**config.mk**
```make
export PLATFORM = sky130hd
export DESIGN_NAME = pfba_ctrl
export DESIGN_NICKNAME = d
export VERILOG_FILES = /design/src/sv/pfba_pkg.sv /design/src/sv/pfba_ctrl.sv
export SDC_FILE = /design/constraint.sdc
export NUM_CORES = 1
export LEC_CHECK = 0
export BUFFER_PORTS_ARGS = -buffer_cell sky130_fd_sc_hd__buf_2
export CORE_AREA = 2 2 39 41
export DETAILED_ROUTE_END_ITERATION = 16
export DIE_AREA = 0 0 41 43
export PLACE_DENSITY = 0.75
export SLEW_MARGIN = 20
export SYNTH_ARGS = -nofsm -noshare
export SYNTH_HDL_FRONTEND = slang
export SYNTH_SLANG_ARGS = --single-unit
```
**constraint.sdc**
```tcl
create_clock -name clk_i -period 1.6 [get_ports clk_i]
set_input_delay 0.08 -clock clk_i [delete_from_list [all_inputs] [get_ports clk_i]]
set_output_delay 0.08 -clock clk_i [all_outputs]
set_load 0.01 [all_outputs]
```
**src/sv/pfba_pkg.sv**
```systemverilog
// Shared types and constants of the page frame bitmap allocator.
// Command, status and config index codes, controller states and the control/status bundles.
// No dependencies.
`timescale 1ns / 1ps

package pfba_pkg;

  localparam int CFG_REGIONS = 3;
  localparam int PFN_W       = 32;
  localparam int CNT_W       = 17;
  localparam int WORD_W      = 32;
  localparam int CFG_IDX_W   = 3;
  localparam int RSV_SHIFT   = 15;
  localparam int RSV_W       = 3;

  localparam logic [WORD_W-1:0] FULL_WORD = '1;

  typedef enum logic [1:0] {
    CMD_ALLOC = 2'd0,
    CMD_FREE  = 2'd1,
    CMD_INIT  = 2'd2,
    CMD_NOP   = 2'd3
  } cmd_e;

  typedef enum logic [1:0] {
    STS_OK         = 2'd0,
    STS_NO_MEM     = 2'd1,
    STS_RANGE      = 2'd2,
    STS_BAD_REGION = 2'd3
  } status_e;

  typedef enum logic [2:0] {
    CFG_BASE0  = 3'd0,
    CFG_BASE1  = 3'd1,
    CFG_BASE2  = 3'd2,
    CFG_PAGES0 = 3'd3,
    CFG_PAGES1 = 3'd4,
    CFG_PAGES2 = 3'd5
  } cfg_idx_e;

  typedef enum logic [3:0] {
    S_CLEAR,
    S_IDLE,
    S_DECODE,
    S_INIT_CLR,
    S_INIT_RSV,
    S_ALLOC_RD,
    S_ALLOC_CHK,
    S_FREE_WR,
    S_DONE
  } state_e;

  // controller -> datapath
  typedef struct packed {
    logic    accept;
    logic    clr_wr;
    logic    res_load;
    status_e res_code;
    logic    idx_zero;
    logic    idx_start;
    logic    idx_inc;
    logic    pass_clr;
    logic    pass_set;
    logic    init_clr_wr;
    logic    init_rsv_wr;
    logic    alloc_rd;
    logic    alloc_commit;
    logic    free_rd;
    logic    free_commit;
    logic    out_load;
  } dp_cmd_t;

  // datapath -> controller
  typedef struct packed {
    logic clr_done;
    cmd_e cmd;
    logic bad_region;
    logic free_zero;
    logic idx_at_end;
    logic pass2;
    logic word_full;
    logic sweep_last;
    logic oob;
    logic out_free;
  } dp_stat_t;

endpackage

```
**src/sv/pfba_ctrl.sv**
```systemverilog
// Controller state machine of the page frame bitmap allocator.
// Sequences reset clearing, init sweep, alloc word scan and free; uses pfba_pkg.
`timescale 1ns / 1ps

module pfba_ctrl (
  input  logic               clk_i,
  input  logic               rst_ni,
  input  logic               in_valid_i,
  output logic               in_stall_o,
  input  pfba_pkg::dp_stat_t stat_i,
  output pfba_pkg::dp_cmd_t  ctrl_o
);
  import pfba_pkg::*;

  state_e state_q, state_d;

  always_ff @(posedge clk_i or negedge rst_ni) begin
    if (!rst_ni) begin
      state_q <= S_CLEAR;
    end else begin
      state_q <= state_d;
    end
  end

  // next state
  always_comb begin
    state_d = state_q;
    case (state_q)
      S_CLEAR: begin
        if (stat_i.clr_done) state_d = S_IDLE;
      end
      S_IDLE: begin
        if (in_valid_i) state_d = S_DECODE;
      end
      S_DECODE: begin
        if (stat_i.bad_region) begin
          state_d = S_DONE;
        end else begin
          case (stat_i.cmd)
            CMD_ALLOC: state_d = stat_i.free_zero ? S_DONE : S_ALLOC_RD;
            CMD_FREE:  state_d = stat_i.oob ? S_DONE : S_FREE_WR;
            CMD_INIT:  state_d = S_INIT_CLR;
            default:   state_d = S_DONE;
          endcase
        end
      end
      S_INIT_CLR: begin
        if (stat_i.sweep_last) state_d = S_INIT_RSV;
      end
      S_INIT_RSV: state_d = S_DONE;
      S_ALLOC_RD: begin
        if (stat_i.idx_at_end) begin
          if (stat_i.pass2) state_d = S_DONE;
        end else begin
          state_d = S_ALLOC_CHK;
        end
      end
      S_ALLOC_CHK: state_d = stat_i.word_full ? S_ALLOC_RD : S_DONE;
      S_FREE_WR:   state_d = S_DONE;
      S_DONE: begin
        if (stat_i.out_free) state_d = S_IDLE;
      end
      default: state_d = S_IDLE;
    endcase
  end

  // outputs
  always_comb begin
    ctrl_o          = '0;
    ctrl_o.res_code = STS_OK;
    in_stall_o      = (state_q != S_IDLE);
    case (state_q)
      S_CLEAR: ctrl_o.clr_wr = 1'b1;
      S_IDLE:  ctrl_o.accept = in_valid_i;
      S_DECODE: begin
        ctrl_o.res_load = 1'b1;
        if (stat_i.bad_region) begin
          ctrl_o.res_code = STS_BAD_REGION;
        end else begin
          case (stat_i.cmd)
            CMD_ALLOC: begin
              if (stat_i.free_zero) begin
                ctrl_o.res_code = STS_NO_MEM;
              end else begin
                ctrl_o.idx_start = 1'b1;
                ctrl_o.pass_clr  = 1'b1;
              end
            end
            CMD_FREE: begin
              if (stat_i.oob) begin
                ctrl_o.res_code = STS_RANGE;
              end else begin
                ctrl_o.free_rd = 1'b1;
              end
            end
            CMD_INIT: ctrl_o.idx_zero = 1'b1;
            default:  ctrl_o.res_code = STS_OK;
          endcase
        end
      end
      S_INIT_CLR: begin
        ctrl_o.init_clr_wr = 1'b1;
        ctrl_o.idx_inc     = 1'b1;
      end
      S_INIT_RSV: ctrl_o.init_rsv_wr = 1'b1;
      S_ALLOC_RD: begin
        if (stat_i.idx_at_end) begin
          if (stat_i.pass2) begin
            ctrl_o.res_load = 1'b1;
            ctrl_o.res_code = STS_NO_MEM;
          end else begin
            ctrl_o.idx_zero = 1'b1;
            ctrl_o.pass_set = 1'b1;
          end
        end else begin
          ctrl_o.alloc_rd = 1'b1;
        end
      end
      S_ALLOC_CHK: begin
        if (stat_i.word_full) begin
          ctrl_o.idx_inc = 1'b1;
        end else begin
          ctrl_o.alloc_commit = 1'b1;
        end
      end
      S_FREE_WR: ctrl_o.free_commit = 1'b1;
      S_DONE:    ctrl_o.out_load = stat_i.out_free;
      default:   ctrl_o.res_code = STS_OK;
    endcase
  end

endmodule

```
# --- After elaboration in Yosys (flattened, before gate mapping) ---
# Cells that the tools add are included.
classes:
  n_mux: 47
  n_reduce_logical: 4
  eq_ne: 16
op_table:
  columns: ["operator", "n"]
  rows:
  - ["two-way mux 4 bit", 11]
  - ["case mux 4 bit (8 select lines)", 1]
  - ["two-way mux 1 bit", 25]
  - ["== test 4 x 3 -> 1 bit (second input constant)", 4]
  - ["case mux 4 bit (3 select lines)", 1]
  - ["== test 4 x 2 -> 1 bit (second input constant)", 2]
  - ["inequality test 2 bit (second input constant)", 4]
  - ["case mux 2 bit (2 select lines)", 2]
  - ["two-way mux 2 bit", 3]
  - ["case mux 1 bit (2 select lines)", 3]
  - ["AND reduction 5 bit", 1]
  - ["== test 4 x 1 -> 1 bit (second input constant)", 1]
  - ["== test 4 bit (second input constant)", 1]
  - ["logical NOT 4 bit", 1]
  - ["inequality test 4 x 1 -> 1 bit (second input constant)", 1]
  - ["two-way mux 3 bit", 1]
  - ["inequality test 3 bit (second input constant)", 1]
  - ["== test 2 x 1 -> 1 bit (second input constant)", 1]
  - ["== test 2 bit (second input constant)", 1]
  - ["logical NOT 2 bit", 1]
  - ["OR reduction 2 bit", 1]
word_totals:
  reg_bits: 4
  word_cells: 68

# --- Depth between registers and ports, before layout ---
# Gate-level depths: netlist of the first run.
depth:
  depth_word: 4
  mapped_depth: 5
  depth_no_buf: 4

# --- Worst setup path after synthesis of the first run ---
# Ideal clock, no wire load.
synth_path:
  path_kind: "register to output"
  startpoint: "register state_q[3]"
  endpoint: "output ctrl_o[10] in the netlist's numbering"
  arrival_time_ps: 1532
  required_time_ps: 1520
  path_buffers: 2
  setup_slack_ps: -12
  path_stages_with_launch: 6
  cell_sequence: "dfrtp_1 -> clkbuf_1 -> nor2_1 -> nand3_1 -> nor4_1 -> buf_4"
synth_lines:
  columns: ["item", "line", "text"]
  rows:
  - ["start, declared", "pfba_ctrl.sv:15", "state_e state_q, state_d;"]
  - ["start signal, assigned", "pfba_ctrl.sv:21", "state_q <= state_d;"]
  - ["end, declared", "pfba_ctrl.sv:11", "output pfba_pkg::dp_cmd_t ctrl_o"]

==> results of run 1 <==
[routing by layer]
layer  GRT usage, %  up-vias  routed length (um)
met4           4.00        0                  15
met1           28.9      322                 746
li1               -      352                   -
met3           6.28        2                 113
met5              0        -                   0
met2           32.5       33                 776
[path summary, 6_finish.rpt]
path | end | from
worst min register to register | state_q[3] | state_q[3]
max in group asynchronous | state_q[0] | rst_ni
min in group asynchronous | state_q[2] | rst_ni
worst min-delay path | state_q[1] | stat_i[2]
worst max register to register | state_q[2] | state_q[1]
worst max-delay path | ctrl_o[13] | state_q[0]
[metrics by stage]
step	TNS (ns)	worst slack [ns]	utilization [%]	area (sq um)
after global routing	-0.0189	-0.0173	59.8	827
after CTS	0	0.0101	57.9	801
after global placement	0	0.140	52.6	728
after detailed placement	0	0.0808	52.6	728
after floorplan	0	0.151	-	537
final	0	0.0512	59.8	827
[cells by family (layout without fill, tap and decap cells)]
| kind of cell | Yosys count | in the layout | synth area share [%] |
|---|---|---|---|
| multiplexers | 2 | 2 | 4.01 |
| AO/OA/AOI/OAI | 19 | 19 | 26.4 |
| buffers and inverters | 11 | 47 | 9.67 |
| flip-flops | 4 | 4 | 18.9 |
| AND/OR/NAND/NOR | 39 | 39 | 41.0 |
[area by class of cell]
type	instances	area, sq um	area share (%)
clock buffer	3	22.5	2.72
tap	16	20.0	2.42
multi-input combinational	60	429	51.9
inverter	4	15.0	1.82
timing repair buffer	40	240	29.0
sequential	4	100	12.1
[power by group]
part	switching, uW	internal (uW)
clock	36.9	83.6
combinational	439	384
sequential	24.8	139
[what timing repair did]
item	in CTS	in global routing
pin swaps	2	3
endpoints found under the setup margin	5	10
endpoints found under the hold margin	4	0
setup buffers	1	0
resized for setup	7	8
hold buffers	1	0
[cells in the final DEF, fill, tap and decap left out, types with 2 or more instances in the layout]
master and instances:
dfrtp_1 4, a211oi_1 3, buf_6 4, buf_4 4, nand2b_1 3, and3_1 3, o31ai_1 2, nor3_1 2
nor2b_2 2, clkbuf_4 3, o21ai_0 3, inv_1 4, nor2_1 6, buf_2 31, nand2_1 9, a21oi_1 2
==> reports/metrics.csv, run 1 <==
stage;metric;value;unit
pwr;power per standard cell area;1340;nW/um^2
clocking;Clock Sinks;4;
floorplan;Die X;41;um
hold_path;Worst Hold Depth;2;
synthesis;leading area contributor after synthesis;dfrtp_1;
finish;fraction of layout cells with a size suffix above 1;47.7;%
finish;max reg flops;4;
floorplan;die height;43;um
grt;initial antenna violation count;0;
clocking;clk_lat worst skew;0.23;ns
detailed_routing;DRT iter0 DRCs;15;
critical_path;CP arrival;1.47;ns
synthesis;Top FF cell, synth;dfrtp_1;
synthesis;net count after synthesis;89;
synthesis;Syn Inst Count;75;
detailed_routing;drt pass-1 iters;4;
finish;Finished Layout Cells;127;
clocking;level count of the clock H-tree;1;
clocking;CTS tree;built;
synthesis;post-synthesis sequential area ratio;18.9;%
detailed_routing;Vias;709;
synthesis;Netlist Area Pre-Place;531;sq um
place;IO buf count;31;
critical_path;Reg2Reg Setup Slack;0.14;ns
sta;Max Slew Vio Count;0;
clocking;Max Buffers Root-to-Sink;2;
finish;Filler Cell Count;125;
floorplan;full die area;1760;sq um
place;placed cells;122;
synthesis;largest cells by area after synthesis;dfrtp_1 (19%), nand2_1 (6.4%), nor2_1 (5.0%);
floorplan;CORE AREA;1380;sq um
critical_path;Setup crit start kind;register;
grt;first-pass GRT wire length;2.59;mm
synthesis;top cell type's share of synthesized area;18.9;%
status;status;finished, final reports clean;
clocking;Worst-path clk slew;0.04;ns
pwr;Leak;0.000434;uW
grt;pin count of the biggest net entering global routing;13;
detailed_routing;remaining antenna violation count;0;
critical_path;Worst path top cell family by delay;simple AND/OR/NAND/NOR gates;
critical_path;kind of critical path;register to output pin;
critical_path;reg2reg path depth;6;
critical_path;Worst Path Required;1.52;ns
synthesis;Syn Area/Cell;7.07;sq um
detailed_routing;vias per cell;5.58;
sta;skew final;0.00119;ns
floorplan;# IOs;32;
flow_run;MaxCap Viol Count;0;
grt;GRT Total Usage;21.2;%
synthesis;most common cell in the netlist;nand2_1;
synthesis;Yosys reg bits;4;
pwr;total power;1110;uW
floorplan;Initial Util;38.3;%
place;hpwl dp;1.30;mm
sta;min Tclk post-route;1.55;ns
clocking;CTS root buf;clkbuf_4;
synthesis;Distinct cells, synth;35;
sta;RSZ-0062 raised after global routing;true;
synthesis;Async SR Flop Fraction;100;%
sta;Worst-Margin Slew;0.322;ns
sta;Max Clock Freq;646;MHz
sta;Final Hold Violating Endpoints;0;
finish;register with the most flip-flops;state_q;
synthesis;total of warnings raised by yosys;0;
detailed_routing;wire per inst;13.0;um
grt;vias in the first global route;592;
critical_path;WP buf/inv;1;
finish;diode count;0;
critical_path;Crit. path cell count;3;
place;gpl congestion;0.843;
critical_path;CP endpoint kind;output pin;
finish;Layout area overhead;55.9;%
grt;GRT overflow;0;
finish;nets@finish;127;
detailed_routing;DRC errors left;0;
sta;worst hold slack;0.0709;ns
detailed_routing;Post-Route WL;1.65;mm
finish;biggest regs;state_q (4);
critical_path;worst-path fanout max;6;
synthesis;number of enable flip-flop cells after synthesis;0;
sta;Final period util;96.8;%
clocking;CTS Buf Count;3;
floorplan;Core Rows;14;
hold_path;worst min path class;input port to register;
critical_path;CP max stage delay;0.57;ns
synthesis;most common library cells after synthesis;nand2_1 (9), nor2_1 (7), buf_2 (5);
critical_path;CP Cell Sequence;or4b_4, a21oi_1, buf_2;
sta;# setup viols final;0;
critical_path;cell at the slowest stage of the critical path;or4b_4;
sta;Max transition margin;78.4;%
pwr;Max VDD drop;0.726;mV
No activity file was read; power rests on OpenSTA's default activity.
==> run 2: changes to the inputs <==
--- a/config.mk
+++ b/config.mk
@@ -10,6 +10,7 @@
 export DETAILED_ROUTE_END_ITERATION = 16
 export DIE_AREA = 0 0 41 43
 export PLACE_DENSITY = 0.75
+export RECOVER_POWER = 25
 export SLEW_MARGIN = 20
 export SYNTH_ARGS = -nofsm -noshare
 export SYNTH_HDL_FRONTEND = slang
==> reports/metrics.csv, run 2 (same netlist as run 1, synthesis figures left out) <==
stage;metric;value;unit;change
status;status;finished, final reports clean;;unchanged
detailed_routing;DRT iter0 DRCs;15;;unchanged
detailed_routing;drt pass-1 iters;4;;unchanged
floorplan;full die area;1760;sq um;unchanged
detailed_routing;Post-Route WL;1.66;mm;was 1.65 mm
grt;vias in the first global route;592;;unchanged
detailed_routing;remaining antenna violation count;0;;unchanged
sta;# setup viols final;0;;unchanged
floorplan;die height;43;um;unchanged
critical_path;worst-path fanout max;6;;unchanged
sta;Final period util;96.9;%;was 96.8%
critical_path;kind of critical path;register to output pin;;unchanged
pwr;Leak;0.000432;uW;was 0.000434 uW
place;IO buf count;31;;unchanged
hold_path;worst min path class;input port to register;;unchanged
floorplan;CORE AREA;1380;sq um;unchanged
sta;Max Clock Freq;645;MHz;was 646 MHz
place;hpwl dp;1.30;mm;unchanged
grt;GRT Total Usage;21.2;%;unchanged
sta;skew final;0.00119;ns;unchanged
finish;register with the most flip-flops;state_q;;unchanged
finish;diode count;0;;unchanged
sta;min Tclk post-route;1.55;ns;about the same
sta;Max transition margin;78.4;%;unchanged
floorplan;# IOs;32;;unchanged
sta;RSZ-0062 raised after global routing;true;;unchanged
clocking;Worst-path clk slew;0.04;ns;about the same
grt;GRT overflow;0;;unchanged
sta;Worst-Margin Slew;0.322;ns;about the same
detailed_routing;wire per inst;13.0;um;about the same
finish;Finished Layout Cells;127;;unchanged
critical_path;Setup crit start kind;register;;unchanged
detailed_routing;DRC errors left;0;;unchanged
detailed_routing;vias per cell;5.61;;was 5.58
pwr;Max VDD drop;0.728;mV;was 0.726 mV
clocking;level count of the clock H-tree;1;;unchanged
place;gpl congestion;0.843;;unchanged
grt;pin count of the biggest net entering global routing;13;;unchanged
flow_run;MaxCap Viol Count;0;;unchanged
clocking;CTS tree;built;;unchanged
floorplan;Initial Util;38.3;%;unchanged
finish;fraction of layout cells with a size suffix above 1;46.8;%;was 47.7%
sta;Max Slew Vio Count;0;;unchanged
sta;Final Hold Violating Endpoints;0;;unchanged
floorplan;Die X;41;um;unchanged
critical_path;CP arrival;1.47;ns;about the same
place;placed cells;122;;unchanged
detailed_routing;Vias;712;;was 709
finish;most frequent cells in the layout;buf_2 (30), nand2_1 (9), nor2_1 (6);;was buf_2 (31), nand2_1 (9), nor2_1 (6)
finish;commonest non-fill, non-tap cell in the layout;buf_2;;unchanged
finish;nets@finish;127;;unchanged
clocking;CTS root buf;clkbuf_4;;unchanged
clocking;Clock Sinks;4;;unchanged
critical_path;Worst Path Required;1.52;ns;about the same
clocking;CTS Buf Count;3;;unchanged
pwr;power per standard cell area;1340;nW/um^2;about the same
clocking;Max Buffers Root-to-Sink;2;;unchanged
finish;Layout area overhead;55.7;%;was 55.9%
grt;initial antenna violation count;0;;unchanged
grt;first-pass GRT wire length;2.59;mm;unchanged
sta;setup TNS;0;ns;unchanged
clocking;clk_lat worst skew;0.23;ns;about the same
finish;max reg flops;4;;unchanged
finish;biggest regs;state_q (4);;unchanged
floorplan;Core Rows;14;;unchanged
critical_path;CP endpoint kind;output pin;;unchanged
## run 2: changes by cell type in the layout (fill, tap and decap cells not counted), sizes merged
| cell | before | now |
|---|---|---|
| buf | 39 | 38 |
| clkbuf | 3 | 4 |
## run 2: through the flow
step / hold WS, ns / power [uW] / setup WS (ns) / util, % / instance area (sq um)
global placement: -0.111 / 877 / 0.140 / 52.6 / 728
floorplan: -0.216 / 619 / 0.151 / - / 537
finish: 0.0713 / 1110 / 0.0488 / 59.7 / 826
global route: 0.0612 / 1210 / -0.0173 / 59.7 / 826
detailed placement: -0.110 / 881 / 0.0808 / 52.6 / 728
CTS: 0.0669 / 1060 / 0.0101 / 57.9 / 801
## run 2: final timing paths
path	slack, ns	cells past startpoint	from	endpoint
max in group asynchronous	1.21	2	rst_ni	state_q[0]
max	0.05	3	state_q[0]	ctrl_o[13]
min reg2reg	0.73	3	state_q[3]	state_q[3]
min in group asynchronous	0.21	2	rst_ni	state_q[1]
max reg2reg	0.13	6	state_q[1]	state_q[2]
min	0.07	2	stat_i[2]	state_q[1]
## run 2: what timing repair did
action / 4_1_cts / 5_1_grt
hold buffers: 1 / 0
endpoints found under the hold margin: 4 / 0
buffers inserted: 1 / 0
resized for setup: 7 / 8
setup endpoints to repair: 5 / 10
pin swaps: 2 / 3
## run 2: final cells by class
type | instances | area [sq um]
multi-input cells | 60 | 429
inverters | 4 | 15.0
fillers | 126 | 558
repair buffers | 40 | 239
clock buffers | 3 | 22.5
flip-flops and latches | 4 | 100
well taps | 16 | 20.0
## run 2: worst max-delay path: stages, from the launching register on
cell	delay (ns)
dfrtp_1	0.38
or4b_4	0.57
a21oi_1	0.15
buf_2	0.15
## run 2: routing by layer
metal	track usage [%]	share of wire, %	up-vias
met1	28.9	45	326
met3	6.28	6.8	2
met5	0	0	-
met4	4.00	0.91	0
li1	-	-	351
met2	32.5	47	33
## run 2: report_power, final
| part | internal, uW | switching, uW |
|---|---|---|
| logic | 384 | 440 |
| clock network | 83.6 | 36.9 |
| registers | 139 | 24.9 |
| total | 606 | 502 |
==> run 3: changes to the inputs <==
--- a/config.mk
+++ b/config.mk
@@ -5,7 +5,7 @@
 export SDC_FILE = /design/constraint.sdc
 export NUM_CORES = 1
 export LEC_CHECK = 0
-export BUFFER_PORTS_ARGS = -buffer_cell sky130_fd_sc_hd__buf_2
+export BUFFER_PORTS_ARGS = -buffer_cell sky130_fd_sc_hd__clkbuf_2
 export CORE_AREA = 2 2 39 41
 export DETAILED_ROUTE_END_ITERATION = 16
 export DIE_AREA = 0 0 41 43
==> reports/metrics.csv, run 3 (same netlist as run 1, synthesis figures left out) <==
stage;metric;value;unit;change
grt;first-pass GRT wire length;2.88;mm;was 2.59 mm
detailed_routing;remaining antenna violation count;0;;unchanged
detailed_routing;Post-Route WL;1.81;mm;was 1.66 mm
status;status;finished, final reports clean;;unchanged
place;IO buf count;31;;unchanged
clocking;CTS tree;built;;unchanged
floorplan;Initial Util;38.3;%;unchanged
critical_path;Reg2Reg Setup Slack;0.07;ns;was 0.13 ns
sta;worst hold slack;0.0708;ns;was 0.0713 ns
hold_path;WHS Endpoint;state_q[1];;unchanged
grt;GRT overflow;0;;unchanged
finish;register area;100;sq um;unchanged
flow_run;MaxCap Viol Count;0;;unchanged
sta;Max Slew Vio Count;0;;unchanged
hold_path;worst min path class;input port to register;;unchanged
critical_path;reg2reg path depth;6;;unchanged
finish;diode count;0;;unchanged
critical_path;CP endpoint kind;output pin;;unchanged
sta;skew final;0.00213;ns;was 0.00119 ns
place;hpwl dp;1.29;mm;was 1.30 mm
grt;GRT Total Usage;24.2;%;was 21.2%
clocking;Max Buffers Root-to-Sink;2;;unchanged
grt;vias in the first global route;650;;was 592
critical_path;Worst Path Required;1.52;ns;about the same
detailed_routing;wire per inst;13.6;um;was 13.0 um
detailed_routing;DRT iter0 DRCs;30;;was 15
critical_path;Setup crit start kind;register;;unchanged
place;Place WS;0.0649;ns;was 0.0808 ns
finish;Finished Layout Cells;133;;was 127
detailed_routing;drt pass-1 iters;4;;unchanged
critical_path;cell at the slowest stage of the critical path;or4b_4;;unchanged
hold_path;Worst Hold Depth;2;;unchanged
finish;most frequent cells in the layout;clkbuf_2 (28), buf_4 (11), nand2_1 (9), nor2_1 (5);;was buf_2 (30), nand2_1 (9), nor2_1 (6)
floorplan;Die X;41;um;unchanged
detailed_routing;DRC errors left;0;;unchanged
critical_path;r2r startpoint;state_q[1];;unchanged
floorplan;full die area;1760;sq um;unchanged
finish;Layout area overhead;65.6;%;was 55.7%
floorplan;CORE AREA;1380;sq um;unchanged
finish;max reg flops;4;;unchanged
sta;RSZ-0062 raised after global routing;true;;unchanged
sta;min Tclk post-route;1.57;ns;was 1.55 ns
sta;setup TNS;0;ns;unchanged
critical_path;worst-path fanout max;6;;unchanged
hold_path;worst hold start;stat_i[2];;unchanged
pwr;power per standard cell area;1390;nW/um^2;was 1340 nW/um^2
grt;initial antenna violation count;0;;unchanged
place;gpl congestion;0.858;;was 0.843
critical_path;CP Cell Sequence;or4b_4, a21oi_1, clkbuf_2;;was or4b_4, a21oi_1, buf_2
pwr;Leak;0.000457;uW;was 0.000432 uW
sta;Final period util;98.2;%;was 96.9%
finish;register with the most flip-flops;state_q;;unchanged
finish;nets@finish;133;;was 127
floorplan;die height;43;um;unchanged
finish;Filler Cell Count;126;;unchanged
sta;Worst-Margin Slew;0.403;ns;was 0.322 ns
detailed_routing;vias per cell;5.66;;was 5.61
sta;Setup WS post-layout;0.0280;ns;was 0.0488 ns
place;placed cells;121;;was 122
finish;area of the multi-input gates;440;sq um;was 429 sq um
clocking;CTS Buf Count;3;;unchanged
critical_path;kind of critical path;register to output pin;;unchanged
sta;Max Clock Freq;636;MHz;was 645 MHz
sta;Final Hold Violating Endpoints;0;;unchanged
critical_path;R2R Path End;state_q[2];;unchanged
pwr;Max VDD drop;0.581;mV;was 0.728 mV
critical_path;CP arrival;1.49;ns;was 1.47 ns
clocking;CTS root buf;clkbuf_4;;unchanged
sta;Max transition margin;73.0;%;was 78.4%
grt;pin count of the biggest net entering global routing;13;;unchanged
critical_path;CP max stage delay;0.58;ns;was 0.57 ns
detailed_routing;Vias;753;;was 712
finish;commonest non-fill, non-tap cell in the layout;clkbuf_2;;was buf_2
sta;# setup viols final;0;;unchanged
clocking;level count of the clock H-tree;1;;unchanged
finish;biggest regs;state_q (4);;unchanged
clocking;Worst-path clk slew;0.04;ns;about the same
clocking;Clock Sinks;4;;unchanged
clocking;clk_lat worst skew;0.24;ns;was 0.23 ns
finish;fraction of layout cells with a size suffix above 1;51.3;%;was 46.8%
floorplan;# IOs;32;;unchanged
floorplan;Core Rows;14;;unchanged
-- run 3: what timing repair did --
item,4_1_cts,5_1_grt
pin swaps,2,7
cloned,0,0
hold endpoints to repair,4,0
buffers inserted,6,2
resized for setup,9,10
setup endpoints to repair,6,12
hold buffers,1,0
-- run 3: final cells by class --
type                    count  share of cell area, %
multi-input cells          60                   50.1
repair buffers             46                   31.9
flip-flops and latches      4                   11.4
clock buffers               3                   2.56
well taps                  16                   2.28
inverters                   4                   1.71
-- run 3: worst max-delay path by stage --
stage | startpoint | end | slack (ns) | cells after the start
6_report | state_q[0] | ctrl_o[13] | 0.03 | 3
2_1_floorplan | state_q[3] | ctrl_o[10] | 0.15 | 5
3_5_place_dp | state_q[0] | state_q[2] | 0.06 | 4
4_1_cts | state_q[0] | ctrl_o[8] | -0.005 | 5
3_3_place_gp | state_q[0] | ctrl_o[12] | 0.14 | 3
5_1_grt | state_q[3] | ctrl_o[13] | -0.04 | 3
-- run 3: per-stage QoR --
step | power, uW | area [sq um] | util [%]
final | 1220 | 878 | 63.5
after global placement | 855 | 721 | 52.1
after global routing | 1320 | 878 | 63.5
after CTS | 1150 | 833 | 60.2
after floorplan | 619 | 537 | -
after detailed placement | 862 | 721 | 52.1
-- run 3: critical path, delay by kind of cell, from the launching register on --
family	cells	cell delay, ns
AO/OA/AOI/OAI	1	0.14
AND/OR/NAND/NOR	1	0.58
buffers and inverters	1	0.14
flip-flops	1	0.39
-- run 3: power breakdown --
group | switching, uW | internal, uW
combinational | 469 | 453
sequential | 30.8 | 138
clock | 47.4 | 84.3
-- run 3: routing by layer --
layer | share of wire, % | GRT usage [%] | up-vias
li1 | - | - | 362
met1 | 42 | 30.2 | 349
met2 | 49 | 38.4 | 38
met3 | 7.4 | 6.28 | 4
met4 | 1.4 | 8.00 | 0
met5 | 0 | 0 | -
